===== src/rtl/adsr_pkg.sv =====
// adsr_pkg: shared types and constants of the linear ADSR envelope generator
// phase codes, event kinds, register indexes, field widths and register reset values
// no dependencies
`timescale 1ns / 1ps
`default_nettype none

package adsr_pkg;

	// field widths fixed by the register and stream layout
	localparam int LEN_W     = 24;
	localparam int SUS_W     = 16;
	localparam int STEP_W    = 16;
	localparam int LEVEL_W   = 16;
	localparam int CFG_IDX_W = 3;

	typedef logic [1:0] phase_t;
	typedef logic [1:0] mode_t;
	typedef logic [CFG_IDX_W-1:0] cfg_idx_t;

	// envelope phases
	localparam phase_t PH_ATTACK  = 2'd0;
	localparam phase_t PH_DECAY   = 2'd1;
	localparam phase_t PH_SUSTAIN = 2'd2;
	localparam phase_t PH_RELEASE = 2'd3;

	// event kinds
	localparam mode_t MODE_TICK    = 2'd0;
	localparam mode_t MODE_NOTEOFF = 2'd1;
	localparam mode_t MODE_RESTART = 2'd2;

	// register indexes
	localparam cfg_idx_t REG_ATTACK  = 3'd0;
	localparam cfg_idx_t REG_DECAY   = 3'd1;
	localparam cfg_idx_t REG_SUSTAIN = 3'd2;
	localparam cfg_idx_t REG_RELEASE = 3'd3;
	localparam cfg_idx_t REG_STEP    = 3'd4;

	// register reset values
	localparam logic [LEN_W-1:0]  RST_ATTACK  = 24'd10000;
	localparam logic [LEN_W-1:0]  RST_DECAY   = 24'd10000;
	localparam logic [SUS_W-1:0]  RST_SUSTAIN = 16'd19661;
	localparam logic [LEN_W-1:0]  RST_RELEASE = 24'd400000;
	localparam logic [STEP_W-1:0] RST_STEP    = 16'd21;

endpackage

`default_nettype wire


===== src/rtl/adsr_div.sv =====
// adsr_div: restoring bit-serial divider, one quotient bit per cycle
// the caller guarantees the quotient fits QW bits (top LEN_W numerator bits below den)
// depends on adsr_pkg
`timescale 1ns / 1ps
`default_nettype none

module adsr_div
	import adsr_pkg::*;
#(
	parameter int QW = 16
) (
	input  wire logic                  clk,
	input  wire logic                  arst_n,
	input  wire logic                  start,
	input  wire logic [LEN_W+QW-1:0]   num,
	input  wire logic [LEN_W-1:0]      den,
	output logic                       done,
	output logic [QW-1:0]              quot
);

	localparam int CNT_W = $clog2(QW + 1);

	logic [LEN_W-1:0] rem_q;
	logic [QW-1:0]    quo_q;
	logic [LEN_W-1:0] den_q;
	logic [CNT_W-1:0] cnt_q;
	logic             busy_q;
	logic             done_q;

	logic [LEN_W:0]   r2;
	logic [LEN_W+1:0] diff;
	logic             ge;

	// shared trial subtract
	always_comb begin
		r2   = {rem_q, quo_q[QW-1]};
		diff = {1'b0, r2} - {2'b00, den_q};
		ge   = !diff[LEN_W+1];
	end

	// partial remainder and quotient shift register
	always_ff @(posedge clk) begin
		if (start && !busy_q) begin
			rem_q <= num[LEN_W+QW-1:QW];
			quo_q <= num[QW-1:0];
			den_q <= den;
		end else if (busy_q) begin
			rem_q <= ge ? diff[LEN_W-1:0] : r2[LEN_W-1:0];
			quo_q <= {quo_q[QW-2:0], ge};
		end
	end

	// bit counter
	always_ff @(posedge clk or negedge arst_n) begin
		if (!arst_n) begin
			cnt_q  <= '0;
			busy_q <= 1'b0;
			done_q <= 1'b0;
		end else begin
			done_q <= 1'b0;
			if (start && !busy_q) begin
				cnt_q  <= CNT_W'(QW);
				busy_q <= 1'b1;
			end else if (busy_q) begin
				cnt_q <= cnt_q - CNT_W'(1);
				if (cnt_q == CNT_W'(1)) begin
					busy_q <= 1'b0;
					done_q <= 1'b1;
				end
			end
		end
	end

	assign done = done_q;
	assign quot = quo_q;

endmodule

`default_nettype wire


===== src/rtl/adsr_envelope_generator.sv =====
// adsr_envelope_generator: linear ADSR envelope, one result word per event word
// tick with a division: the phase walk, the multiply, then the bit-serial divider in adsr_div, then
// the level commit; ticks in sustain or past the end of release skip the multiply and divide
// note-off, restart and no-op go straight to the done state; the next word is accepted only once
// the block is back in idle after the result is registered; a stalled result holds the block
// reset: async active low; attack phase, zero elapsed and level, registers at defaults
`timescale 1ns / 1ps
`default_nettype none

module adsr_envelope_generator
	import adsr_pkg::*;
#(
	parameter int LEVEL_FRAC_BITS = 15,
	parameter int TIME_BITS       = 24
) (
	input  wire logic                 clk,
	input  wire logic                 arst_n,
	// event words
	input  wire logic                 s_axis_tvalid,
	output logic                      s_axis_tready,
	input  wire logic [7:0]           s_axis_tdata,   // [1:0] restart_phase
	input  wire logic [1:0]           s_axis_tuser,   // [1:0] mode
	// result words
	output logic                      m_axis_tvalid,
	input  wire logic                 m_axis_tready,
	output logic [23:0]               m_axis_tdata,   // [15:0] level, [17:16] phase, [18] released
	// register writes
	input  wire logic                 cfg_valid,
	output logic                      cfg_ready,
	input  wire logic [CFG_IDX_W-1:0] cfg_index,
	input  wire logic [LEN_W-1:0]     cfg_data
);

	localparam int LW    = LEVEL_FRAC_BITS + 1;
	localparam int CW    = (TIME_BITS > LEN_W) ? TIME_BITS : LEN_W;
	localparam int NUM_W = LW + LEN_W;

	localparam logic [2:0] ST_IDLE   = 3'd0;
	localparam logic [2:0] ST_WALK   = 3'd1;
	localparam logic [2:0] ST_MUL    = 3'd2;
	localparam logic [2:0] ST_DIVGO  = 3'd3;
	localparam logic [2:0] ST_DIV    = 3'd4;
	localparam logic [2:0] ST_FINISH = 3'd5;
	localparam logic [2:0] ST_DONE   = 3'd6;

	logic [2:0]           state_q;
	logic [LEN_W-1:0]     attack_q, decay_q, release_q;
	logic [SUS_W-1:0]     sustain_q;
	logic [STEP_W-1:0]    step_q;
	phase_t               phase_q;
	logic [TIME_BITS-1:0] elapsed_q;
	logic [LEVEL_W-1:0]   level_q;
	logic [LW-1:0]        mul_a_q;
	logic [LW-1:0]        lvl_q;
	logic [NUM_W-1:0]     num_q;
	logic                 m_valid_q;
	logic [LEVEL_W-1:0]   out_level_q;
	phase_t               out_phase_q;
	logic                 out_rel_q;

	logic [LW-1:0]        one_w;
	logic [LW+15:0]       sus_ext, one_ext;
	logic [LW-1:0]        s_w;
	logic [LEN_W-1:0]     len_sel;
	logic [CW:0]          diff;
	logic                 e_lt;
	logic [LW-1:0]        mul_sel;
	logic                 div_done;
	logic [LW-1:0]        quot;
	logic [LW+15:0]       lvl_ext;
	logic [TIME_BITS:0]   e_sum;
	logic                 released;
	logic                 in_acc;
	logic                 out_free;
	mode_t                in_mode;
	phase_t               in_rp;

	assign in_mode  = s_axis_tuser;
	assign in_rp    = s_axis_tdata[1:0];
	assign s_axis_tready = (state_q == ST_IDLE);
	assign in_acc   = s_axis_tvalid && s_axis_tready;
	assign out_free = !m_valid_q || m_axis_tready;
	assign cfg_ready = 1'b1;

	// full scale and clamped sustain
	always_comb begin
		one_w   = LW'(1) << LEVEL_FRAC_BITS;
		sus_ext = (LW + 16)'(sustain_q);
		one_ext = (LW + 16)'(one_w);
		s_w     = (sus_ext > one_ext) ? one_w : sus_ext[LW-1:0];
	end

	// phase length and multiplier operand select
	always_comb begin
		case (phase_q)
			PH_ATTACK: begin
				len_sel = attack_q;
				mul_sel = one_w;
			end
			PH_DECAY: begin
				len_sel = decay_q;
				mul_sel = one_w - s_w;
			end
			PH_RELEASE: begin
				len_sel = release_q;
				mul_sel = s_w;
			end
			default: begin
				len_sel = attack_q;
				mul_sel = s_w;
			end
		endcase
	end

	// elapsed against phase length, shared compare and subtract
	always_comb begin
		diff = {1'b0, CW'(elapsed_q)} - {1'b0, CW'(len_sel)};
		e_lt = diff[CW];
	end

	// level and elapsed update terms
	always_comb begin
		lvl_ext  = (LW + 16)'(lvl_q);
		e_sum    = {1'b0, elapsed_q} + (TIME_BITS + 1)'(step_q);
		released = (phase_q == PH_RELEASE) && (CW'(release_q) <= CW'(elapsed_q));
	end

	adsr_div #(
		.QW(LW)
	) u_div (
		.clk   (clk),
		.arst_n(arst_n),
		.start (state_q == ST_DIVGO),
		.num   (num_q),
		.den   (len_sel),
		.done  (div_done),
		.quot  (quot)
	);

	// configuration registers
	always_ff @(posedge clk or negedge arst_n) begin
		if (!arst_n) begin
			attack_q  <= RST_ATTACK;
			decay_q   <= RST_DECAY;
			sustain_q <= RST_SUSTAIN;
			release_q <= RST_RELEASE;
			step_q    <= RST_STEP;
		end else if (cfg_valid && cfg_ready) begin
			case (cfg_index)
				REG_ATTACK:  attack_q  <= cfg_data;
				REG_DECAY:   decay_q   <= cfg_data;
				REG_SUSTAIN: sustain_q <= cfg_data[SUS_W-1:0];
				REG_RELEASE: release_q <= cfg_data;
				REG_STEP:    step_q    <= cfg_data[STEP_W-1:0];
				default: ;
			endcase
		end
	end

	// sequencer and envelope state
	always_ff @(posedge clk or negedge arst_n) begin
		if (!arst_n) begin
			state_q   <= ST_IDLE;
			phase_q   <= PH_ATTACK;
			elapsed_q <= '0;
			level_q   <= '0;
			mul_a_q   <= '0;
			lvl_q     <= '0;
			num_q     <= '0;
		end else begin
			case (state_q)
				ST_IDLE: begin
					if (in_acc) begin
						case (in_mode)
							MODE_TICK: state_q <= ST_WALK;
							MODE_NOTEOFF: begin
								if (phase_q != PH_RELEASE) begin
									phase_q   <= PH_RELEASE;
									elapsed_q <= '0;
								end
								state_q <= ST_DONE;
							end
							MODE_RESTART: begin
								phase_q   <= in_rp;
								elapsed_q <= '0;
								state_q   <= ST_DONE;
							end
							default: state_q <= ST_DONE;
						endcase
					end
				end
				// fall through phases, one per cycle
				ST_WALK: begin
					if (phase_q == PH_SUSTAIN) begin
						lvl_q   <= s_w;
						state_q <= ST_FINISH;
					end else if (e_lt) begin
						mul_a_q <= mul_sel;
						state_q <= ST_MUL;
					end else if (phase_q == PH_RELEASE) begin
						lvl_q   <= '0;
						state_q <= ST_FINISH;
					end else begin
						elapsed_q <= diff[TIME_BITS-1:0];
						phase_q   <= (phase_q == PH_ATTACK) ? PH_DECAY : PH_SUSTAIN;
					end
				end
				ST_MUL: begin
					num_q   <= NUM_W'(mul_a_q) * NUM_W'(LEN_W'(elapsed_q));
					state_q <= ST_DIVGO;
				end
				ST_DIVGO: state_q <= ST_DIV;
				ST_DIV: begin
					if (div_done) begin
						case (phase_q)
							PH_ATTACK: lvl_q <= quot;
							PH_DECAY:  lvl_q <= one_w - quot;
							default:   lvl_q <= s_w - quot;
						endcase
						state_q <= ST_FINISH;
					end
				end
				// commit level, advance elapsed with saturation
				ST_FINISH: begin
					level_q   <= lvl_ext[LEVEL_W-1:0];
					elapsed_q <= e_sum[TIME_BITS] ? '1 : e_sum[TIME_BITS-1:0];
					state_q   <= ST_DONE;
				end
				ST_DONE: begin
					if (out_free) state_q <= ST_IDLE;
				end
				default: state_q <= ST_IDLE;
			endcase
		end
	end

	// result word register
	always_ff @(posedge clk or negedge arst_n) begin
		if (!arst_n) begin
			m_valid_q <= 1'b0;
		end else if (state_q == ST_DONE && out_free) begin
			m_valid_q <= 1'b1;
		end else if (m_axis_tready) begin
			m_valid_q <= 1'b0;
		end
	end

	always_ff @(posedge clk) begin
		if (state_q == ST_DONE && out_free) begin
			out_level_q <= level_q;
			out_phase_q <= phase_q;
			out_rel_q   <= released;
		end
	end

	assign m_axis_tvalid = m_valid_q;
	assign m_axis_tdata  = {5'b0, out_rel_q, out_phase_q, out_level_q};

endmodule

`default_nettype wire


===== config.mk =====
export PLATFORM = sky130hd
export DESIGN_NAME = adsr_envelope_generator
export DESIGN_NICKNAME = d
export VERILOG_FILES = /design/src/rtl/adsr_pkg.sv /design/src/rtl/adsr_div.sv /design/src/rtl/adsr_envelope_generator.sv
export SDC_FILE = /design/constraint.sdc
export NUM_CORES = 2
export LEC_CHECK = 0
export ABC_AREA = 1
export BUFFER_PORTS_ARGS = -buffer_cell sky130_fd_sc_hd__buf_2
export CAP_MARGIN = 20
export CORE_MARGIN = 2
export CORE_UTILIZATION = 55
export DETAILED_ROUTE_END_ITERATION = 8
export PLACE_DENSITY_LB_ADDON = 0.25
export SYNTH_ARGS = -nofsm -noshare
export SYNTH_HDL_FRONTEND = slang
export SYNTH_HIERARCHICAL = 1
export SYNTH_SLANG_ARGS = --single-unit

===== constraint.sdc =====
create_clock -name clk -period 5.2 [get_ports clk]
set_input_delay 0 -clock clk [delete_from_list [all_inputs] [get_ports clk]]
set_output_delay 0 -clock clk [all_outputs]
set_load 0.1 [all_outputs]

==> results.yml <==
timing:
  worstMarginPinSlew_ns: 1.05
  fmax_ghz: 0.186
  final.period_utilization_pct: 104
  grt_setup_unrepaired: "true"
  worst_slack_ns: -0.190
  hold_slack_ns: 0.0658
  drv_slew: 0
  layout_min_cycle_time_ns: 5.39
  fin_skew_ns: 0.0249
  hold_viol: 0
  finalSetupViolations: 25
  relSlewSlack_pct: 29.7
detailed_routing:
  drt_iter0_markers: 2558
  vias: 29300
  drt_pass1_iterations: 5
  viasPerCell: 5.40
  post_drt_wl_per_cell_um: 17.9
  drt-total-wl_mm: 96.8
  ant_nets: 0
  drc_errors: 0
power_and_ir_drop:
  p_leak_nw: 20.5
  p_per_area_mw_per_mm2: 542
  p_seq_share_pct: 19.6
  ir_drop_v: 0.000375
  comb_power_share_pct: 67.2
  p_sw_share_pct: 49.9
  p_sw_mw: 10.3
  clockPowerShare_pct: 13.2
  p_int_mw: 10.4
synth:
  synth.most_common_cell: "nand2_1"
  synthMuxAreaShare_pct: 0
  synth_compound_area_share_pct: 8.55
  synthTopCellsByCount: "1425 x nand2_1, 845 x inv_1, 310 x fa_1"
  synth_top_family_by_area: "adder cells"
  synth_area_mm2: 0.0325
  synth_cell_types: 54
  async_reset_ff_share_pct: 73.4
  synthCells: 4412
  synthXorXnorAreaFrac_pct: 1.53
  ys_seq_area_share_pct: 25.4
  synthAdderAreaFrac_pct: 27.4
  ys_seq_elements: 312
  synth_warnings: 6
  ys_top_cells_by_area: "fa_1 19%, nand2_1 16%, dfrtp_1 16%"
  synth_top_area_share_pct: 19.1
  synth_flop_cell: "dfrtp_1"
  avgSynthCellArea_um2: 7.38
  synth_simple_gate_area_share_pct: 24.8
  synth_edf_count: 83
  yosys.area.top_type: "fa_1"
setup_path:
  critPathMaxStageDelay_ns: 0.53
  crit_required_ns: 5.66
  crit_chain: "buf_12 > nand2_2 > fa_1 > inv_1 > fa_1 > inv_1 > fa_1 > inv_1 > fa_1 > fa_1 > inv_1 > fa_1 > inv_1 > ha_4 > a21oi_4 > o21ai_2 > a21oi_2 > o21ai_2 > buf_4 > or2_2 > nand3_1 > nand2_1"
  critical_path_class: "reg -> reg"
  slowest_stage: "fa_1"
  crit_path_start_kind: "flop"
  cp_max_fo: 7
  arrival_ns: 5.85
  path_common_cell: "fa_1"
  worst_setup_path_end_kind: "flop"
floorplan:
  pin_count: 69
  placementRows: 89
  core_area_mm2: 0.0588
  dieArea_mm2: 0.0611
  die_y_um: 247
  die_width_um: 247
  initial_core_util_pct: 55.4
layout:
  n_fill_cell: 5000
  nNetsFinal: 5185
  fin_area_mm2: 0.0382
  drive_gt1_share_pct: 13.7
  multi_input_area_mm2: 0.0214
  final_cells: 5420
  ff_latch_area_mm2: 0.00827
  synthToLayoutAreaGrowth_pct: 17.3
global_routing:
  grt_max_degree: 87
  grt_overflow_total: 0
  grt_pass1_vias: 29000
  grt_util_all_layers_pct: 32.4
  antenna_found_initial: 6
  grt_pass1_wl_mm: 155
place:
  numPortBuffers: 56
  placed_area_mm2: 0.0352
  gp_congestion: 0.957
  place.detailed.instances: 5280
  dpl.hpwl_mm: 76.2
clocking:
  cts_tree: "built"
  clock_path_buffers: 3
  clock-sinks: 312
  cts-buffers-inserted: 36
  cts-root-buf: "clkbuf_16"
  htreeDepth: 2
  clock_latency_ns: 0.57
  clkSlewWorstSetupHoldPaths_ns: 0.07
min_path:
  hold_path.class: "in -> reg"
status:
  violations: "setup timing"
  status: "finished, violations left"
run:
  cap_violations: 0
## power groups by stage
stage,clock [mW],combinational (mW),sequential (mW)
after global routing,2.86,15.3,4.14
after global placement,0,12.0,4.06
after floorplan,0,8.08,4.02
after detailed placement,0,12.2,4.07
final,2.73,13.9,4.06
after CTS,2.77,12.9,4.04
## state kept, by name (all words and copies together) (netlist names), 24 cells and up
| name | cells |
|---|---|
| elapsed_q | 24 |
| decay_q | 24 |
| num_q | 40 |
| u_div/rem_q | 24 |
| u_div/den_q | 24 |
| attack_q | 24 |
| release_q | 24 |
## layout make-up
type,count,share of cell area (%)
Timing Repair Buffer,342,8.12
Antenna cell,4,0.0262
Tap cell,773,2.53
Sequential cell,312,21.7
Clock buffer,49,2.64
Multi-Input combinational cell,3069,56.0
Inverter,854,8.40
Clock inverter,17,0.626
## stage by stage
step / power, mW / setup WS [ns] / utilization (%) / setup TNS [ns]
5_1_grt: 22.3 / -0.405 / 64.9 / -8.63
3_5_place_dp: 16.3 / -0.412 / 59.9 / -7.81
4_1_cts: 19.7 / -0.173 / 63.7 / -2.44
2_1_floorplan: 12.1 / -0.0223 / - / -0.0223
3_3_place_gp: 16.1 / -0.388 / 59.9 / -5.85
6_report: 20.7 / -0.190 / 64.9 / -3.11
## layer usage
layer | GRT usage (%) | vias up | share of wire, %
met3 | 5.51 | 194 | 8.5
met4 | 11.0 | 8 | 3.3
met5 | 0 | - | 0.058
met1 | 45.1 | 14000 | 43
li1 | - | 14000 | -
met2 | 51.2 | 1115 | 45
## kinds of logic after synthesis
logic type	count (synthesis)
flip-flops	312
other	2
XOR/XNOR	57
AO/OA/AOI/OAI	505
AND/OR/NAND/NOR	1973
buffers and inverters	1035
adder cells (fa/ha/maj)	528
## path summary, 6_finish.rpt
check / from / end / slack (ns) / depth (start not counted)
worst min-delay path: cfg_index[1] / release_q[11] / 0.07 / 5
max in group asynchronous: arst_n / level_q[10] / 3.41 / 4
worst max register to register: mul_a_q[1] / num_q[16] / -0.19 / 22
worst max-delay path: mul_a_q[1] / num_q[16] / -0.19 / 22
worst min register to register: level_q[14] / out_level_q[14] / 0.45 / 0
min in group asynchronous: arst_n / attack_q[17] / 0.48 / 3
## cell usage in the layout (no fill, tap or decap), types with 8 or more instances in the layout
master / Yosys / final
a21oi_1: 154 / 124
o22a_1: 17 / 17
o21a_1: 26 / 26
dfstp_2: 27 / 27
inv_2: 7 / 21
or2_2: 10 / 10
o21ai_1: 27 / 42
fa_1: 310 / 301
edfxtp_1: 83 / 83
nand4_1: 39 / 39
nor2_4: 1 / 15
nand2_2: 9 / 32
dfrtp_1: 202 / 189
nand3_2: 1 / 8
nor2_2: 8 / 24
o21ai_0: 231 / 206
fa_2: 0 / 9
buf_4: 12 / 200
dlygate4sd3_1: 0 / 35
xnor2_1: 31 / 26
o21ai_2: 4 / 12
ha_1: 218 / 195
nand3_1: 199 / 191
nand2_1: 1425 / 1392
clkbuf_16: 0 / 38
nor2_1: 208 / 178
a21oi_4: 0 / 10
ha_4: 0 / 22
buf_12: 0 / 40
nand2_4: 2 / 11
a21o_1: 9 / 9
nor3_1: 29 / 21
buf_2: 15 / 55
dfrtp_2: 0 / 13
a21oi_2: 5 / 25
inv_1: 845 / 831
nand3b_1: 31 / 31
xor2_1: 26 / 22
## critical path, delay by kind of cell (launching register included)
family                   cells  cell delay (ns)
adder cells (fa/ha/maj)      7             3.25
buffers and inverters        7             0.58
AO/OA/AOI/OAI                4             0.50
flip-flops                   1             0.48
AND/OR/NAND/NOR              4             0.45
## repair_timing
action                                  4_1_cts  5_1_grt
gates cloned                                  0        2
resized for setup                           120      128
buffers inserted                             13       18
hold buffers                                 36        0
endpoints found under the hold margin       259        0
pin swaps                                    15       39
endpoints found under the setup margin       31       31
Note: power is estimated with default switching activity, not from simulation.
